[config.mk]
export PLATFORM = sky130hd
export DESIGN_NAME = priority_round_robin_task_scheduler
export DESIGN_NICKNAME = d
export VERILOG_FILES = /design/src/rtl/prrts_pkg.sv /design/src/rtl/priority_round_robin_task_scheduler.sv /design/src/rtl/prrts_ram.sv /design/src/rtl/prrts_ctrl.sv
export SDC_FILE = /design/constraint.sdc
export NUM_CORES = 1
export LEC_CHECK = 0
export BUFFER_PORTS_ARGS = -buffer_cell sky130_fd_sc_hd__clkbuf_2
export CAP_MARGIN = 20
export CORE_AREA = 2 2 257 259
export DETAILED_ROUTE_END_ITERATION = 12
export DIE_AREA = 0 0 259 261
export PLACE_DENSITY = 0.65
export SLEW_MARGIN = 15
export SYNTH_ARGS = -nofsm -noshare
export SYNTH_HDL_FRONTEND = slang
export SYNTH_SLANG_ARGS = --single-unit
[constraint.sdc]
create_clock -name clk_i -period 9.6 [get_ports clk_i]
set_clock_uncertainty 0.05 [all_clocks]
set_input_delay 0.48 -clock clk_i [delete_from_list [all_inputs] [get_ports clk_i]]
set_output_delay 0.48 -clock clk_i [all_outputs]
set_load 0.1 [all_outputs]
[src/rtl/prrts_pkg.sv]
// Shared types, codes and defaults for the priority round-robin task scheduler.
package prrts_pkg;

  localparam int TASK_SLOTS_DEF = 16;
  localparam int PRIORITY_LEVELS_DEF = 16;

  localparam logic [2:0] ST_INVALID = 3'd0;
  localparam logic [2:0] ST_READY   = 3'd2;
  localparam logic [2:0] ST_DELAYED = 3'd3;

  localparam logic REG_PRIORITY_MODE = 1'b0;
  localparam logic REG_PREEMPTION    = 1'b1;

  typedef enum logic [1:0] {
    MODE_TICK     = 2'd0,
    MODE_SCHEDULE = 2'd1,
    MODE_WRITE    = 2'd2,
    MODE_SLEEP    = 2'd3
  } mode_e;

  typedef enum logic [1:0] {
    S_IDLE,
    S_SCAN,
    S_FINISH
  } ctrl_state_e;

  typedef struct packed {
    mode_e       mode;
    logic [3:0]  task_index;
    logic [2:0]  new_state;
    logic [3:0]  new_priority;
    logic [31:0] sleep_ticks;
  } item_t;

  typedef struct packed {
    logic [3:0] selected_task;
    logic       none_ready;
    logic       switch_request;
  } result_t;

endpackage

[src/rtl/priority_round_robin_task_scheduler.sv]
// Top level of the priority round-robin task scheduler with its register port.
//
//   Channel   Direction  Handshake              Payload
//   in        receive    in_valid_i/in_stall_o  mode, task_index, new_state, new_priority,
//                                               sleep_ticks
//   out       send       out_valid_o/out_stall_i selected_task, none_ready, switch_request
//   config    receive    APB psel/penable       priority_mode at 0x0, preemption_enable at 0x4
//
// Write and sleep items go from idle straight to the finish state; tick and schedule items make
// one pass of the table memories through the shared update and compare unit.
// Reset clears per-entry valid bits at once, so no clearing pass is needed.
// A finished result waits in the sequencer while the output register is full and stalled.
module priority_round_robin_task_scheduler #(
  parameter int TASK_SLOTS = prrts_pkg::TASK_SLOTS_DEF,
  parameter int PRIORITY_LEVELS = prrts_pkg::PRIORITY_LEVELS_DEF
) (
  input  logic        clk_i,
  input  logic        rst_ni,
  input  logic        in_valid_i,
  output logic        in_stall_o,
  input  logic [1:0]  mode_i,
  input  logic [3:0]  task_index_i,
  input  logic [2:0]  new_state_i,
  input  logic [3:0]  new_priority_i,
  input  logic [31:0] sleep_ticks_i,
  output logic        out_valid_o,
  input  logic        out_stall_i,
  output logic [3:0]  selected_task_o,
  output logic        none_ready_o,
  output logic        switch_request_o,
  input  logic        psel,
  input  logic        penable,
  input  logic        pwrite,
  input  logic [2:0]  paddr,
  input  logic [31:0] pwdata,
  output logic [31:0] prdata,
  output logic        pready
);
  import prrts_pkg::*;

  logic priority_mode_q, preempt_q;
  logic cfg_write;
  logic ctrl_idle, ctrl_done, out_free, in_accept;
  item_t item;
  result_t result;
  logic out_valid_q;
  result_t out_q;

  assign pready = 1'b1;
  assign cfg_write = psel && penable && pwrite;

  always_ff @(posedge clk_i or negedge rst_ni) begin
    if (!rst_ni) begin
      priority_mode_q <= 1'b1;
      preempt_q <= 1'b0;
    end else if (cfg_write) begin
      unique case (paddr[2])
        REG_PRIORITY_MODE: priority_mode_q <= pwdata[0];
        REG_PREEMPTION:    preempt_q <= pwdata[0];
        default: ;
      endcase
    end
  end

  always_comb begin
    unique case (paddr[2])
      REG_PRIORITY_MODE: prdata = {31'd0, priority_mode_q};
      REG_PREEMPTION:    prdata = {31'd0, preempt_q};
      default:           prdata = '0;
    endcase
  end

  assign in_stall_o = !ctrl_idle;
  assign in_accept = in_valid_i && ctrl_idle;
  assign out_free = !out_valid_q || !out_stall_i;

  always_comb begin
    item.mode = mode_e'(mode_i);
    item.task_index = task_index_i;
    item.new_state = new_state_i;
    item.new_priority = new_priority_i;
    item.sleep_ticks = sleep_ticks_i;
  end

  prrts_ctrl #(
    .TASK_SLOTS      (TASK_SLOTS),
    .PRIORITY_LEVELS (PRIORITY_LEVELS)
  ) u_ctrl (
    .clk_i           (clk_i),
    .rst_ni          (rst_ni),
    .start_i         (in_accept),
    .item_i          (item),
    .priority_mode_i (priority_mode_q),
    .preempt_i       (preempt_q),
    .out_free_i      (out_free),
    .idle_o          (ctrl_idle),
    .done_o          (ctrl_done),
    .result_o        (result)
  );

  always_ff @(posedge clk_i or negedge rst_ni) begin
    if (!rst_ni) begin
      out_valid_q <= 1'b0;
    end else if (ctrl_done) begin
      out_valid_q <= 1'b1;
    end else if (!out_stall_i) begin
      out_valid_q <= 1'b0;
    end
  end

  always_ff @(posedge clk_i) begin
    if (ctrl_done) begin
      out_q <= result;
    end
  end

  assign out_valid_o = out_valid_q;
  assign selected_task_o = out_q.selected_task;
  assign none_ready_o = out_q.none_ready;
  assign switch_request_o = out_q.switch_request;

endmodule

[src/rtl/prrts_ram.sv]
// Simple dual-port memory with one write port and one registered read port.
module prrts_ram #(
  parameter int WIDTH = 3,
  parameter int DEPTH = prrts_pkg::TASK_SLOTS_DEF
) (
  input  logic                     clk_i,
  input  logic                     we_i,
  input  logic [$clog2(DEPTH)-1:0] waddr_i,
  input  logic [WIDTH-1:0]         wdata_i,
  input  logic [$clog2(DEPTH)-1:0] raddr_i,
  output logic [WIDTH-1:0]         rdata_o
);

  logic [WIDTH-1:0] mem_q [DEPTH];

  always_ff @(posedge clk_i) begin
    if (we_i) begin
      mem_q[waddr_i] <= wdata_i;
    end
  end

  always_ff @(posedge clk_i) begin
    rdata_o <= mem_q[raddr_i];
  end

endmodule

[src/rtl/prrts_ctrl.sv]
// Sequencer that walks the task table through one shared compare and update unit.
module prrts_ctrl #(
  parameter int TASK_SLOTS = prrts_pkg::TASK_SLOTS_DEF,
  parameter int PRIORITY_LEVELS = prrts_pkg::PRIORITY_LEVELS_DEF
) (
  input  logic               clk_i,
  input  logic               rst_ni,
  input  logic               start_i,
  input  prrts_pkg::item_t   item_i,
  input  logic               priority_mode_i,
  input  logic               preempt_i,
  input  logic               out_free_i,
  output logic               idle_o,
  output logic               done_o,
  output prrts_pkg::result_t result_o
);
  import prrts_pkg::*;

  localparam int IDX_W = $clog2(TASK_SLOTS);
  localparam int CNT_W = $clog2(TASK_SLOTS + 1);
  localparam int LVL_W = $clog2(PRIORITY_LEVELS);
  localparam logic [IDX_W-1:0] LAST_IDX = IDX_W'(TASK_SLOTS - 1);
  localparam logic [CNT_W-1:0] CNT_END = CNT_W'(TASK_SLOTS);
  localparam logic [LVL_W-1:0] LVL_MAX = LVL_W'(PRIORITY_LEVELS - 1);

  ctrl_state_e state_q, state_d;
  item_t item_q;
  logic [CNT_W-1:0] cnt_q, cnt_d;
  logic [IDX_W-1:0] ptr_q, ptr_d;
  logic [IDX_W-1:0] rd_addr_q;
  logic rd_vld_q, rd_vld_d;
  logic stat_hit_q, wake_hit_q;
  logic found_q, found_d;
  logic [LVL_W-1:0] best_q, best_d;
  logic [IDX_W-1:0] best_idx_q, best_idx_d;
  logic [IDX_W-1:0] last_pick_q, last_pick_d;
  logic [TASK_SLOTS-1:0] stat_vld_q, stat_vld_d;
  logic [TASK_SLOTS-1:0] wake_vld_q, wake_vld_d;

  logic stat_we, lvl_we, wake_we;
  logic [IDX_W-1:0] waddr;
  logic [2:0] stat_wdata, stat_rdata, cur_stat;
  logic [LVL_W-1:0] lvl_wdata, lvl_rdata;
  logic [31:0] wake_wdata, wake_rdata, cur_wake;
  logic [IDX_W-1:0] in_addr;
  logic idx_ok;
  logic [LVL_W-1:0] sat_lvl;

  function automatic logic [IDX_W-1:0] next_slot(input logic [IDX_W-1:0] s);
    return (s == LAST_IDX) ? '0 : s + 1'b1;
  endfunction

  prrts_ram #(.WIDTH(3), .DEPTH(TASK_SLOTS)) u_stat_ram (
    .clk_i   (clk_i),
    .we_i    (stat_we),
    .waddr_i (waddr),
    .wdata_i (stat_wdata),
    .raddr_i (ptr_q),
    .rdata_o (stat_rdata)
  );

  prrts_ram #(.WIDTH(LVL_W), .DEPTH(TASK_SLOTS)) u_lvl_ram (
    .clk_i   (clk_i),
    .we_i    (lvl_we),
    .waddr_i (waddr),
    .wdata_i (lvl_wdata),
    .raddr_i (ptr_q),
    .rdata_o (lvl_rdata)
  );

  prrts_ram #(.WIDTH(32), .DEPTH(TASK_SLOTS)) u_wake_ram (
    .clk_i   (clk_i),
    .we_i    (wake_we),
    .waddr_i (waddr),
    .wdata_i (wake_wdata),
    .raddr_i (ptr_q),
    .rdata_o (wake_rdata)
  );

  assign in_addr = IDX_W'(item_i.task_index);
  assign idx_ok = (32'(item_i.task_index) < 32'(TASK_SLOTS));
  assign sat_lvl = (9'(item_i.new_priority) >= 9'(PRIORITY_LEVELS)) ? LVL_MAX
                                                                    : LVL_W'(item_i.new_priority);
  assign cur_stat = stat_hit_q ? stat_rdata : ST_INVALID;
  assign cur_wake = wake_hit_q ? wake_rdata : '0;
  assign idle_o = (state_q == S_IDLE);

  always_comb begin
    state_d = state_q;
    cnt_d = cnt_q;
    ptr_d = ptr_q;
    rd_vld_d = 1'b0;
    found_d = found_q;
    best_d = best_q;
    best_idx_d = best_idx_q;
    last_pick_d = last_pick_q;
    stat_vld_d = stat_vld_q;
    wake_vld_d = wake_vld_q;
    stat_we = 1'b0;
    lvl_we = 1'b0;
    wake_we = 1'b0;
    waddr = rd_addr_q;
    stat_wdata = ST_READY;
    lvl_wdata = sat_lvl;
    wake_wdata = '0;
    done_o = 1'b0;
    unique case (state_q)
      S_IDLE: begin
        if (start_i) begin
          cnt_d = '0;
          found_d = 1'b0;
          best_d = '0;
          best_idx_d = '0;
          state_d = S_FINISH;
          waddr = in_addr;
          unique case (item_i.mode)
            MODE_TICK: begin
              ptr_d = '0;
              state_d = S_SCAN;
            end
            MODE_SCHEDULE: begin
              ptr_d = next_slot(last_pick_q);
              state_d = S_SCAN;
            end
            MODE_WRITE: begin
              if (idx_ok) begin
                stat_we = 1'b1;
                lvl_we = 1'b1;
                stat_wdata = item_i.new_state;
                stat_vld_d[in_addr] = 1'b1;
              end
            end
            MODE_SLEEP: begin
              if (idx_ok) begin
                stat_we = 1'b1;
                wake_we = 1'b1;
                stat_wdata = ST_DELAYED;
                wake_wdata = item_i.sleep_ticks;
                stat_vld_d[in_addr] = 1'b1;
                wake_vld_d[in_addr] = 1'b1;
              end
            end
            default: ;
          endcase
        end
      end
      S_SCAN: begin
        if (cnt_q != CNT_END) begin
          rd_vld_d = 1'b1;
          ptr_d = next_slot(ptr_q);
          cnt_d = cnt_q + 1'b1;
        end else if (!rd_vld_q) begin
          state_d = S_FINISH;
        end
        if (rd_vld_q) begin
          if (item_q.mode == MODE_TICK) begin
            if (cur_stat == ST_DELAYED) begin
              wake_we = 1'b1;
              wake_vld_d[rd_addr_q] = 1'b1;
              if (cur_wake <= 32'd1) begin
                wake_wdata = '0;
                stat_we = 1'b1;
                stat_wdata = ST_READY;
                stat_vld_d[rd_addr_q] = 1'b1;
              end else begin
                wake_wdata = cur_wake - 32'd1;
              end
            end
          end else if (cur_stat == ST_READY) begin
            if (!found_q || (priority_mode_i && (lvl_rdata < best_q))) begin
              found_d = 1'b1;
              best_d = lvl_rdata;
              best_idx_d = rd_addr_q;
            end
          end
        end
      end
      S_FINISH: begin
        if (out_free_i) begin
          done_o = 1'b1;
          state_d = S_IDLE;
          if (item_q.mode == MODE_SCHEDULE && found_q) begin
            last_pick_d = best_idx_q;
          end
        end
      end
      default: state_d = S_IDLE;
    endcase
  end

  always_comb begin
    result_o.selected_task = 4'((item_q.mode == MODE_SCHEDULE && found_q) ? best_idx_q
                                                                           : last_pick_q);
    result_o.none_ready = (item_q.mode == MODE_SCHEDULE) && !found_q;
    result_o.switch_request = (item_q.mode == MODE_TICK) && preempt_i;
  end

  always_ff @(posedge clk_i or negedge rst_ni) begin
    if (!rst_ni) begin
      state_q <= S_IDLE;
      cnt_q <= '0;
      ptr_q <= '0;
      rd_vld_q <= 1'b0;
      found_q <= 1'b0;
      best_q <= '0;
      best_idx_q <= '0;
      last_pick_q <= LAST_IDX;
      stat_vld_q <= '0;
      wake_vld_q <= '0;
    end else begin
      state_q <= state_d;
      cnt_q <= cnt_d;
      ptr_q <= ptr_d;
      rd_vld_q <= rd_vld_d;
      found_q <= found_d;
      best_q <= best_d;
      best_idx_q <= best_idx_d;
      last_pick_q <= last_pick_d;
      stat_vld_q <= stat_vld_d;
      wake_vld_q <= wake_vld_d;
    end
  end

  always_ff @(posedge clk_i) begin
    if (start_i && state_q == S_IDLE) begin
      item_q <= item_i;
    end
    rd_addr_q <= ptr_q;
    stat_hit_q <= stat_vld_q[ptr_q];
    wake_hit_q <= wake_vld_q[ptr_q];
  end

endmodule
==> summary.txt, run 1 <==
GRT
  • Vias in the first global route: 14,700
  • First-pass GRT wire length: 94.8 mm
  • GRT Util Overall: 0.192
  • Grt ovf: 0
  • Largest net degree at the start of global routing: 150
  • Antenna violations before repair: 0

Clock tree
  • Sink Count: 737
  • Num CTS Buffers: 76
  • Worst-path clk slew: roughly 0.06 ns
  • CTS tree: yes
  • H-tree Lvls: 3
  • Setup Buffers After CTS: 0
  • Skew-Pair Late Insertion Delay: approximately 0.63 ns
  • PostCTS Resize Cnt: 0
  • CTS Buffer Depth: 3
  • CTS root buf: clkbuf_16

Setup path
  • Critical Path, Cell by Cell: nor2_1, nand2_1, inv_2, mux2i_1, nand4b_1, nor2_4, buf_4
  • CP arrival: 4.44 ns
  • R2R depth: 7
  • Worst setup path start: u_ctrl.state_q[0]$_DFFE_PN0P_
  • Reg2reg end: u_ctrl.u_wake_ram.mem_q[8][29]$_DFFE_PP_
  • Flop2flop setup slack: 5.39 ns
  • Worst-path maximum fanout: 17
  • Crit-path max cell delay: 0.81 ns
  • CP startpoint kind: register
  • CP Capture Type: register
  • RR Startpoint: u_ctrl.state_q[0]$_DFFE_PN0P_
  • Slowest cell on crit path: nor2_4
  • Crit path required time: 9.83 ns
  • Critical path endpoint: u_ctrl.u_wake_ram.mem_q[8][29]$_DFFE_PP_
  • Crit path kind: register to register

Placement
  • Placer Congestion: 0.777
  • Port buffer count: 62
  • DP Area: 30,400 um^2
  • DPL Wire Length: 34.5 mm
  • Placement Setup Slack: 5.29 ns

Yosys
  • Main area contributors after synthesis: edfxtp_1 (65%), mux4_2 (16%), dfrtp_1 (4.7%)
  • Mean Syn Cell Area: roughly 20 um^2
  • Yosys top cell area share: 0.654
  • Synth top cells by count: edfxtp_1 (632), mux4_2 (205), nor2_1 (59), dfrtp_1 (55), clkbuf_1 (54)
  • Count leader, synth: edfxtp_1
  • Seq/Total Area, Yosys: 0.737
  • Mapped Cells: 1,431
  • Syn. warnings: 0
  • Dominant synthesized flop cell: edfxtp_1
  • Asr flop ratio synth: 0.0814
  • #FFs+latches synth: 737
  • Netlist cell types: between 60 and 70
  • Post-synth EDFFs: 632
  • Largest area contributor in the netlist: edfxtp_1
  • Syn Std Cell Area: 29,000 um^2

Final layout
  • Storage cell area: between 20,000 and 25,000 um^2
  • Finished Cell Area: 32,900 um^2
  • Area of the multi-input gates: 7280 um^2
  • Share of cells above drive strength 1: 0.294
  • Area Growth Syn to Fin: 13.6%
  • Ant diodes: 0
  • Filler cells: 5,165
  • Fin nets: 1,621

Floorplanning
  • Core Area: 65,000 um^2
  • Chip Height: 261 um
  • Die Wd: ~260 um
  • Num ports: between 100 and 150
  • Starting Density: 0.446
  • Die area: around 68,000 um^2
  • Rows: 94

Timing
  • RSZ-0062 raised after global routing: false
  • Tcrit/Tclk final: 0.439
  • Min Tclk post-route: between 4 and 5 ns
  • Max-Slew Margin vs Limit: 0.223
  • Fmax: 237 MHz
  • Final worst setup slack: 5.39 ns
  • Final setup viols: 0
  • Final Hold Fails: 0
  • Slew @ Worst Pin: 1.16 ns
  • Setup tns final: 0 ns
  • Slew Limit Fails: 0

Power and ir drop
  • Cell leakage power: 10.9 nW
  • Maximum vdd ir drop: 0.242 mV
  • PD cells: 276 nW/um^2
  • Tot Pwr: 9.08 mW

Hold path
  • Hold Path Class: primary input to register

Routing
  • DRC errors left: 0
  • Vias/cell: roughly 5.8
  • Routed length per instance: 26.0 um
  • DRT Pass-1 Iters: 5
  • Routed vias: 14,300
  • Final wirelength: about 64 mm
  • Initial DRC Count: between 1,000 and 1,500
  • DRT antenna net count: 0

Status
  • Status: finished, final reports clean

Run
  • Max-cap viol count: 0
## critical path, delay by kind of cell, from the launching register on
family	cells	cell delay (ns)
simple gates	4	1.87
mux	1	0.74
buf+inv	2	0.71
flops	1	0.46
## where the power goes
group / internal [mW] / total, mW / switching, mW / leakage, nW
clock: 1.74 / 2.98 / 1.23 / 1.22
sequential: 3.73 / 3.94 / 0.215 / 7.03
combinational: 1.03 / 2.16 / 1.13 / 2.63
total: 6.50 / 9.08 / 2.58 / 10.9
## metrics by stage
step                utilization  hold slack [ns]  cells
floorplan                     -            0.134   1461
global placement          0.467            0.383   2312
detailed placement        0.467            0.394   2312
CTS                       0.506           0.0363   2454
global route              0.506           0.0646   2454
finish                    0.506           0.0690   2454
## cell usage in the layout (no fill, tap or decap), drive strengths merged, types with 4 or more instances in the layout
cell        n
a21oi      10
o211ai      6
nand4       7
o21ai      15
a21o        8
nand4b      5
dfrtp      55
mux4      205
mux2       10
dfstp       5
nand2      25
nand3      19
or2        20
dfxtp      45
bufinv      7
o21bai     18
nor3       23
buf        34
inv        18
xor2       10
conb       32
or4        11
clkinvlp    4
clkinv     19
clkbuf    168
nand2b     12
mux2i       4
ha          7
edfxtp    632
o41ai       8
o31ai       7
or3         8
a22o       35
nor2       59
## layout make-up
class | count | share of cell area
Inverter | 13 | 0.00148
Tap cell | 864 | 0.0328
Sequential cell | 737 | 0.650
Clock inverter | 35 | 0.0131
Clock buffer | 106 | 0.0640
Multi-Input combinational cell | 602 | 0.221
Timing Repair Buffer | 97 | 0.0179
## state kept, by name, indices dropped and copies added, names as in the netlist, 2 cells and up
name	flops
u_ctrl.cnt_q	5
u_ctrl.best_q	4
u_ctrl.u_lvl_ram.rdata_o	4
u_ctrl.stat_vld_q	16
u_ctrl.u_lvl_ram.mem_q	64
u_ctrl.ptr_q	4
u_ctrl.item_q	2
u_ctrl.state_q	2
u_ctrl.u_wake_ram.mem_q	512
u_ctrl.u_stat_ram.rdata_o	3
u_ctrl.best_idx_q	4
u_ctrl.last_pick_q	4
u_ctrl.wake_vld_q	16
selected_task_o	4
u_ctrl.u_stat_ram.mem_q	48
u_ctrl.u_wake_ram.rdata_o	32
u_ctrl.rd_addr_q	4
## cell families (layout without fill, tap and decap cells)
logic type | after synthesis | in the layout | share of synthesized area
compound gates | 125 | 125 | 0.0332
xor+xnor | 13 | 13 | 0.00393
fa+ha+maj | 7 | 7 | 0.00302
buf+inv | 122 | 251 | 0.0203
flops | 737 | 737 | 0.737
mux | 219 | 219 | 0.164
other cells | 2 | 32 | 0.000259
simple gates | 206 | 206 | 0.0374
## worst min path at each step
stage	cells after the start	to	slack, ns	startpoint
after floorplan	0	out_valid_o$_DFFE_PN0P_	0.13	rst_ni
after global placement	1	u_ctrl.stat_vld_q[3]$_DFFE_PN0P_	0.38	u_ctrl.stat_vld_q[3]$_DFFE_PN0P_
after detailed placement	1	u_ctrl.stat_vld_q[3]$_DFFE_PN0P_	0.39	u_ctrl.stat_vld_q[3]$_DFFE_PN0P_
after CTS	2	preempt_q$_DFFE_PN0P_	0.04	pwdata[0]
after global routing	2	preempt_q$_DFFE_PN0P_	0.06	pwdata[0]
final	2	preempt_q$_DFFE_PN0P_	0.07	pwdata[0]
## what timing repair did
action,CTS,global route
endpoints found under the setup margin,0,0
hold endpoints to repair,47,0
hold buffers,1,0
## layer usage
layer | GRT usage | wire (um) | up-vias
met5 | 0 | 0 | -
met4 | 0.0613 | 1590 | 0
met3 | 0.0328 | 3860 | 109
met2 | 0.309 | 31100 | 535
met1 | 0.269 | 27200 | 7569
li1 | - | - | 6037
No activity file was read; power rests on OpenSTA's default activity.
==> run 2: changes to the inputs <==
==> constraint.sdc (replaced) <==
create_clock -name clk_i -period 4.4 [get_ports clk_i]
set_clock_uncertainty 0.05 [all_clocks]
set_input_delay 0.22 -clock clk_i [delete_from_list [all_inputs] [get_ports clk_i]]
set_output_delay 0.22 -clock clk_i [all_outputs]
set_load 0.1 [all_outputs]
==> run 2 against run 1 <==
Effect of this change: clock power is 110% higher; register-to-register slack worse by 4.7 ns; final cell count is 0.61% higher; worst hold slack worse by 0.011 ns; setup slack worse by 4.7 ns; clock-buffer cell count is 2 higher; global-route usage is 0.48 points lower; non-clock buffer count is 17 higher; combinational power is 110% higher; first-iteration DRC count is 6.9% lower; final area is 0.82% higher; largest power group unchanged; highest routed layer unchanged.
==> summary.txt, run 2 (same netlist as run 1, synthesis figures left out) <==
Timing
  • Setup tns final: 0 ns (unchanged)
  • Min Tclk post-route: 3.76 ns (was 4.21 ns)
  • RSZ-0062 raised after global routing: false (unchanged)
  • Max-Slew Margin vs Limit: 0.249 (was 0.223)
  • Fmax: 266 MHz (was 237 MHz)
  • Tcrit/Tclk final: 0.854 (was 0.439)
  • Final setup viols: 0 (unchanged)
  • Slew Limit Fails: 0 (unchanged)
  • Slew @ Worst Pin: 1.13 ns (was 1.16 ns)
  • Final Hold Fails: 0 (unchanged)
  • Final worst setup slack: 0.641 ns (was 5.39 ns)

Run
  • Max-cap viol count: 0 (unchanged)

Routing
  • DRT antenna net count: 0 (unchanged)
  • DRT Pass-1 Iters: 5 (unchanged)
  • Routed vias: 14,200 (was 14,300)
  • Vias/cell: 5.75 (was 5.81)
  • DRC errors left: 0 (unchanged)
  • Final wirelength: 62.3 mm (was 63.8 mm)
  • Routed length per instance: 25.2 um (was 26.0 um)
  • Initial DRC Count: 1,275 (was 1,369)

GRT
  • First-pass GRT wire length: 92.5 mm (was 94.8 mm)
  • Vias in the first global route: 14,400 (was 14,700)
  • Largest net degree at the start of global routing: 61 (was 150)
  • Grt ovf: 0 (unchanged)
  • Antenna violations before repair: 0 (unchanged)
  • GRT Util Overall: 0.187 (was 0.192)

Floorplanning
  • Chip Height: 261 um (unchanged)
  • Die Wd: 259 um (unchanged)
  • Num ports: 128 (unchanged)
  • Starting Density: 0.446 (unchanged)
  • Rows: 94 (unchanged)
  • Die area: 67,600 um^2 (unchanged)
  • Core Area: 65,000 um^2 (unchanged)

Setup path
  • CP top delay family: simple AND/OR/NAND/NOR gates (unchanged)
  • CP Capture Type: register (unchanged)
  • RR Startpoint: u_ctrl.state_q[0]$_DFFE_PN0P_ (unchanged)
  • Worst-path maximum fanout: 23 (was 17)
  • CP startpoint kind: register (unchanged)
  • CP arrival: 4.03 ns (was 4.44 ns)
  • Slowest cell on crit path: mux2i_1 (was nor2_4)
  • Crit path required time: 4.67 ns (was 9.83 ns)
  • Buffers plus inverters on the worst setup path: 2 (unchanged)
  • CP Depth: 8 (was 7)
  • R2R depth: 8 (was 7)
  • Crit path kind: register to register (unchanged)
  • Reg2reg end: u_ctrl.u_wake_ram.mem_q[13][1]$_DFFE_PP_ (was u_ctrl.u_wake_ram.mem_q[8][29]$_DFFE_PP_)
  • Crit-path max cell delay: 0.64 ns (was 0.81 ns)
  • Flop2flop setup slack: 0.64 ns (was 5.39 ns)
  • Critical Path, Cell by Cell: nor2_1, nand2_1, inv_2, mux2i_1, nand2b_1, or3_1, nor2_4, buf_12 (was nor2_1, nand2_1, inv_2, mux2i_1, nand4b_1, nor2_4, buf_4)

Hold path
  • Worst Hold Depth: 2 (unchanged)
  • Hold Path Class: primary input to register (unchanged)
  • Hold path start: new_state_i[1] (was pwdata[0])
  • Hold Path Sink: u_ctrl.u_stat_ram.mem_q[9][1]$_DFFE_PP_ (was preempt_q$_DFFE_PN0P_)

Placement
  • Placement Setup Slack: 0.697 ns (was 5.29 ns)
  • Placed cells: 2,315 (was 2,312)
  • Port buffer count: 62 (unchanged)
  • Placer Congestion: 0.778 (was 0.777)
  • DPL Wire Length: 34.9 mm (was 34.5 mm)

Clock tree
  • Setup Buffers After CTS: 0 (unchanged)
  • CTS root buf: clkbuf_16 (unchanged)
  • Worst-path clk slew: 0.07 ns (was 0.06 ns)
  • Sink Count: 737 (unchanged)
  • CTS Buffer Depth: 3 (unchanged)
  • H-tree Lvls: 3 (unchanged)
  • Skew-Pair Late Insertion Delay: 0.63 ns (about the same)
  • CTS tree: yes (unchanged)
  • Num CTS Buffers: 75 (was 76)

Power and ir drop
  • PD cells: 591 nW/um^2 (was 276 nW/um^2)
  • Maximum vdd ir drop: 0.399 mV (was 0.242 mV)
  • Cell leakage power: 11.0 nW (was 10.9 nW)
  • Tot Pwr: 19.6 mW (was 9.08 mW)

Final layout
  • Share of cells above drive strength 1: 0.290 (was 0.294)
  • Reg with most FFs: u_ctrl.u_wake_ram.mem_q (unchanged)
  • Storage cell area: 21,400 um^2 (unchanged)
  • Fin nets: 1,637 (was 1,621)
  • Filler cells: 5,102 (was 5,165)
  • Area of the multi-input gates: 7280 um^2 (unchanged)
  • Max reg flops: 512 (unchanged)
  • Ant diodes: 0 (unchanged)
  • Most frequent cells in the layout: edfxtp_1 (632), mux4_2 (205), clkbuf_16 (76), clkbuf_2 (62), dfrtp_1 (51) (was edfxtp_1 (632), mux4_2 (205), clkbuf_16 (78), clkbuf_2 (62), dfrtp_1 (51))
  • Commonest non-fill, non-tap cell in the layout: edfxtp_1 (unchanged)
  • Post-Layout Cell Count: 2,469 (was 2,454)
  • Largest regs: u_ctrl.u_wake_ram.mem_q (512), u_ctrl.u_lvl_ram.mem_q (64), u_ctrl.u_stat_ram.mem_q (48) (unchanged)
  • Area Growth Syn to Fin: 14.5% (was 13.6%)

Status
  • Status: finished, final reports clean (unchanged)
==> run 2: changes by cell type in the layout (fill, tap and decap cells not counted), sizes merged <==
cell | before | now
clkinvlp | 4 | 3
buf | 34 | 37
clkbuf | 168 | 170
inv | 18 | 16
bufinv | 7 | 4
dlygate4sd3 | 1 | 15
clkinv | 19 | 21
==> run 2: repair_timing <==
| item | in CTS | in global routing |
|---|---|---|
| hold endpoints to repair | 119 | 0 |
| gates resized for setup | 0 | 0 |
| hold buffers | 15 | 0 |
==> run 2: stage by stage <==
step,util,hold WS (ns),instance area [um^2]
detailed placement,0.470,0.362,30600
finish,0.511,0.0582,33200
global placement,0.470,0.379,30500
floorplan,-,-0.126,29100
CTS,0.510,0.0431,33200
global route,0.511,0.0726,33200
==> run 2: layer usage <==
| metal | track usage | routed length [um] |
|---|---|---|
| met2 | 0.304 | 30700 |
| met4 | 0.0618 | 1420 |
| met3 | 0.0330 | 3630 |
| met1 | 0.258 | 26500 |
| met5 | 0 | 0 |
==> run 2: power by group <==
part | switching, mW | internal (mW) | total (mW)
Sequential | 0.710 | 8.13 | 8.83
Clock | 2.65 | 3.64 | 6.29
Combinational | 2.21 | 2.30 | 4.51
Total | 5.58 | 14.1 | 19.6
==> run 2: area by class of cell <==
cell class	instances	share of cell area
clock buffers	108	0.0639
multi-input cells	602	0.219
repair buffers	114	0.0274
inverters	13	0.00147
clock inverters	31	0.0111
well taps	864	0.0326
flip-flops and latches	737	0.644
==> run 2: worst max path at each step <==
| stage | startpoint | end | slack, ns |
|---|---|---|---|
| 3_5_place_dp | u_ctrl.state_q[0]$_DFFE_PN0P_ | u_ctrl.u_wake_ram.mem_q[11][29]$_DFFE_PP_ | 0.70 |
| 4_1_cts | u_ctrl.state_q[0]$_DFFE_PN0P_ | u_ctrl.u_wake_ram.mem_q[11][1]$_DFFE_PP_ | 0.63 |
| 3_3_place_gp | u_ctrl.state_q[0]$_DFFE_PN0P_ | u_ctrl.u_wake_ram.mem_q[4][30]$_DFFE_PP_ | 0.80 |
| 5_1_grt | u_ctrl.state_q[0]$_DFFE_PN0P_ | u_ctrl.u_wake_ram.mem_q[11][1]$_DFFE_PP_ | 0.33 |
| 2_1_floorplan | u_ctrl.state_q[0]$_DFFE_PN0P_ | u_ctrl.u_wake_ram.mem_q[10][0]$_DFFE_PP_ | -0.07 |
| 6_report | u_ctrl.state_q[0]$_DFFE_PN0P_ | u_ctrl.u_wake_ram.mem_q[13][1]$_DFFE_PP_ | 0.64 |
==> run 3: changes to the inputs <==
==> constraint.sdc (replaced) <==
create_clock -name clk_i -period 4.1 [get_ports clk_i]
set_clock_uncertainty 0.05 [all_clocks]
set_input_delay 0.205 -clock clk_i [delete_from_list [all_inputs] [get_ports clk_i]]
set_output_delay 0.205 -clock clk_i [all_outputs]
set_load 0.1 [all_outputs]
==> run 3 against run 2 <==
Effect of this change: final cell count is 0.61% higher; via count grew 1.3%; combinational power increased by 10%; critical endpoint is now u_ctrl.u_wake_ram.mem_q[11][15]$_DFFE_PP_.
==> summary.txt, run 3 (same netlist as run 1, synthesis figures left out) <==
Status
  • Status: finished, final reports clean (unchanged)

Setup path
  • Worst setup path start: u_ctrl.state_q[0]$_DFFE_PN0P_ (unchanged)
  • Flop2flop setup slack: 0.64 ns (about the same)
  • Crit path required time: 4.32 ns (was 4.67 ns)
  • R2R depth: 8 (unchanged)
  • CP arrival: 3.69 ns (was 4.03 ns)
  • Crit path kind: register to register (unchanged)
  • CP Capture Type: register (unchanged)
  • RR Startpoint: u_ctrl.state_q[0]$_DFFE_PN0P_ (unchanged)
  • CP startpoint kind: register (unchanged)
  • Reg2reg end: u_ctrl.u_wake_ram.mem_q[11][15]$_DFFE_PP_ (was u_ctrl.u_wake_ram.mem_q[13][1]$_DFFE_PP_)
  • Worst-path maximum fanout: 32 (was 23)

Routing
  • Routed length per instance: 25.2 um (about the same)
  • Initial DRC Count: 1,338 (was 1,275)
  • Routed vias: 14,400 (was 14,200)
  • DRT Pass-1 Iters: 5 (unchanged)
  • Vias/cell: 5.79 (was 5.75)
  • DRT antenna net count: 0 (unchanged)
  • DRC errors left: 0 (unchanged)
  • Final wirelength: 62.7 mm (was 62.3 mm)

Timing
  • Slew Limit Fails: 0 (unchanged)
  • Fin Hold WS: 0.0231 ns (was 0.0582 ns)
  • Min Tclk post-route: 3.46 ns (was 3.76 ns)
  • Setup tns final: 0 ns (unchanged)
  • Tcrit/Tclk final: 0.845 (was 0.854)
  • Final Hold Fails: 0 (unchanged)
  • Fmax: 289 MHz (was 266 MHz)
  • Max-Slew Margin vs Limit: 0.295 (was 0.249)
  • Final setup viols: 0 (unchanged)
  • RSZ-0062 raised after global routing: false (unchanged)
  • Slew @ Worst Pin: 1.05 ns (was 1.13 ns)

Final layout
  • Most frequent cells in the layout: edfxtp_1 (632), mux4_2 (205), clkbuf_16 (79), clkbuf_2 (62), dfrtp_1 (51) (was edfxtp_1 (632), mux4_2 (205), clkbuf_16 (76), clkbuf_2 (62), dfrtp_1 (51))
  • Max reg flops: 512 (unchanged)
  • Fin nets: 1,651 (was 1,637)
  • Ant diodes: 0 (unchanged)
  • Filler cells: 5,087 (was 5,102)
  • Reg with most FFs: u_ctrl.u_wake_ram.mem_q (unchanged)
  • Commonest non-fill, non-tap cell in the layout: edfxtp_1 (unchanged)
  • Largest regs: u_ctrl.u_wake_ram.mem_q (512), u_ctrl.u_lvl_ram.mem_q (64), u_ctrl.u_stat_ram.mem_q (48) (unchanged)
  • Area Growth Syn to Fin: 15.1% (was 14.5%)
  • Share of cells above drive strength 1: 0.299 (was 0.290)

Floorplanning
  • Core Area: 65,000 um^2 (unchanged)
  • Rows: 94 (unchanged)
  • Die area: 67,600 um^2 (unchanged)
  • Die Wd: 259 um (unchanged)
  • Num ports: 128 (unchanged)
  • Chip Height: 261 um (unchanged)
  • Starting Density: 0.446 (unchanged)

Placement
  • DPL Wire Length: 34.8 mm (was 34.9 mm)
  • Placer Congestion: 0.802 (was 0.778)
  • Port buffer count: 62 (unchanged)

Hold path
  • Hold Path Sink: u_ctrl.u_lvl_ram.mem_q[7][2]$_DFFE_PP_ (was u_ctrl.u_stat_ram.mem_q[9][1]$_DFFE_PP_)
  • Hold path start: new_priority_i[2] (was new_state_i[1])
  • Worst Hold Depth: 1 (was 2)
  • Hold Path Class: primary input to register (unchanged)

Clock tree
  • CTS Hold Bufs: 14 (was 15)
  • H-tree Lvls: 3 (unchanged)
  • Skew-Pair Late Insertion Delay: 0.61 ns (was 0.63 ns)
  • Sink Count: 737 (unchanged)
  • CTS root buf: clkbuf_16 (unchanged)
  • CTS tree: yes (unchanged)
  • Setup Buffers After CTS: 0 (unchanged)
  • Worst-path clk slew: 0.06 ns (was 0.07 ns)
  • CTS Buffer Depth: 3 (unchanged)
  • PostCTS Resize Cnt: 0 (unchanged)
  • Num CTS Buffers: 77 (was 75)

GRT
  • GRT Util Overall: 0.189 (was 0.187)
  • Grt ovf: 0 (unchanged)
  • Antenna violations before repair: 0 (unchanged)
  • Largest net degree at the start of global routing: 49 (was 61)
  • First-pass GRT wire length: 93.4 mm (was 92.5 mm)
  • Vias in the first global route: 14,600 (was 14,400)

Power and ir drop
  • Switching portion of total power: 0.281 (was 0.284)
  • Switching power: 5.96 mW (was 5.58 mW)
  • Logic pwr share: 0.234 (was 0.230)
  • Cell leakage power: 11.1 nW (was 11.0 nW)
  • Tot Pwr: 21.2 mW (was 19.6 mW)
  • Internal cell power: 15.2 mW (was 14.1 mW)
  • Clock power share: 0.320 (was 0.321)
  • Maximum vdd ir drop: 0.355 mV (was 0.399 mV)
  • Sequential Power Share: 0.446 (was 0.450)
  • PD cells: 635 nW/um^2 (was 591 nW/um^2)

Run
  • Max-cap viol count: 0 (unchanged)
-- run 3: power by group through the flow --
stage / Sequential [mW] / Combinational [mW] / Clock [mW]
detailed placement: 9.60 / 4.99 / 0
global placement: 9.57 / 4.96 / 0
global route: 9.54 / 5.31 / 7.22
finish: 9.46 / 4.96 / 6.79
floorplan: 9.15 / 3.98 / 0
CTS: 9.45 / 5.02 / 6.93
-- run 3: worst max-delay path, cell delays in order (launching register included) --
cell and delay (ns):
dfrtp_1 0.46, nor2_1 0.20, nand2_1 0.17, inv_2 0.24, mux2i_1 0.68, nand2b_1 0.41, or2_2 0.48, nor2_4 0.15
buf_12 0.28
-- run 3: routing by layer --
| metal | track usage | wire [um] | vias up |
|---|---|---|---|
| met5 | 0 | 0 | - |
| met2 | 0.315 | 31300 | 513 |
| met4 | 0.0597 | 1480 | 0 |
| met3 | 0.0293 | 3710 | 114 |
| li1 | - | - | 6104 |
| met1 | 0.257 | 26100 | 7657 |
-- run 3: cell type report --
cell class / instances / area, um^2 / area share
clock inverter: 35 / 338 / 0.0101
multi-input combinational: 602 / 7280 / 0.218
inverter: 13 / 48.8 / 0.00146
timing repair buffer: 126 / 1070 / 0.0321
sequential: 737 / 21400 / 0.641
tap: 864 / 1080 / 0.0324
clock buffer: 107 / 2150 / 0.0645
-- run 3: how the worst max path moves through the flow --
stage	end	slack, ns	cells past startpoint
floorplan	u_ctrl.u_wake_ram.mem_q[10][0]$_DFFE_PP_	-0.37	8
global placement	u_ctrl.u_wake_ram.mem_q[13][18]$_DFFE_PP_	0.74	8
global route	u_ctrl.u_wake_ram.mem_q[13][6]$_DFFE_PP_	0.36	8
CTS	u_ctrl.u_wake_ram.mem_q[13][1]$_DFFE_PP_	0.63	8
finish	u_ctrl.u_wake_ram.mem_q[11][15]$_DFFE_PP_	0.64	8
detailed placement	u_ctrl.u_wake_ram.mem_q[11][18]$_DFFE_PP_	0.65	8
-- run 3: metrics by stage --
step	utilization	instance area, um^2	cells	setup slack [ns]
floorplan	-	29100	1461	-0.370
global placement	0.472	30700	2326	0.743
detailed placement	0.472	30700	2326	0.651
CTS	0.513	33300	2482	0.629
global route	0.513	33400	2484	0.359
finish	0.513	33400	2484	0.636
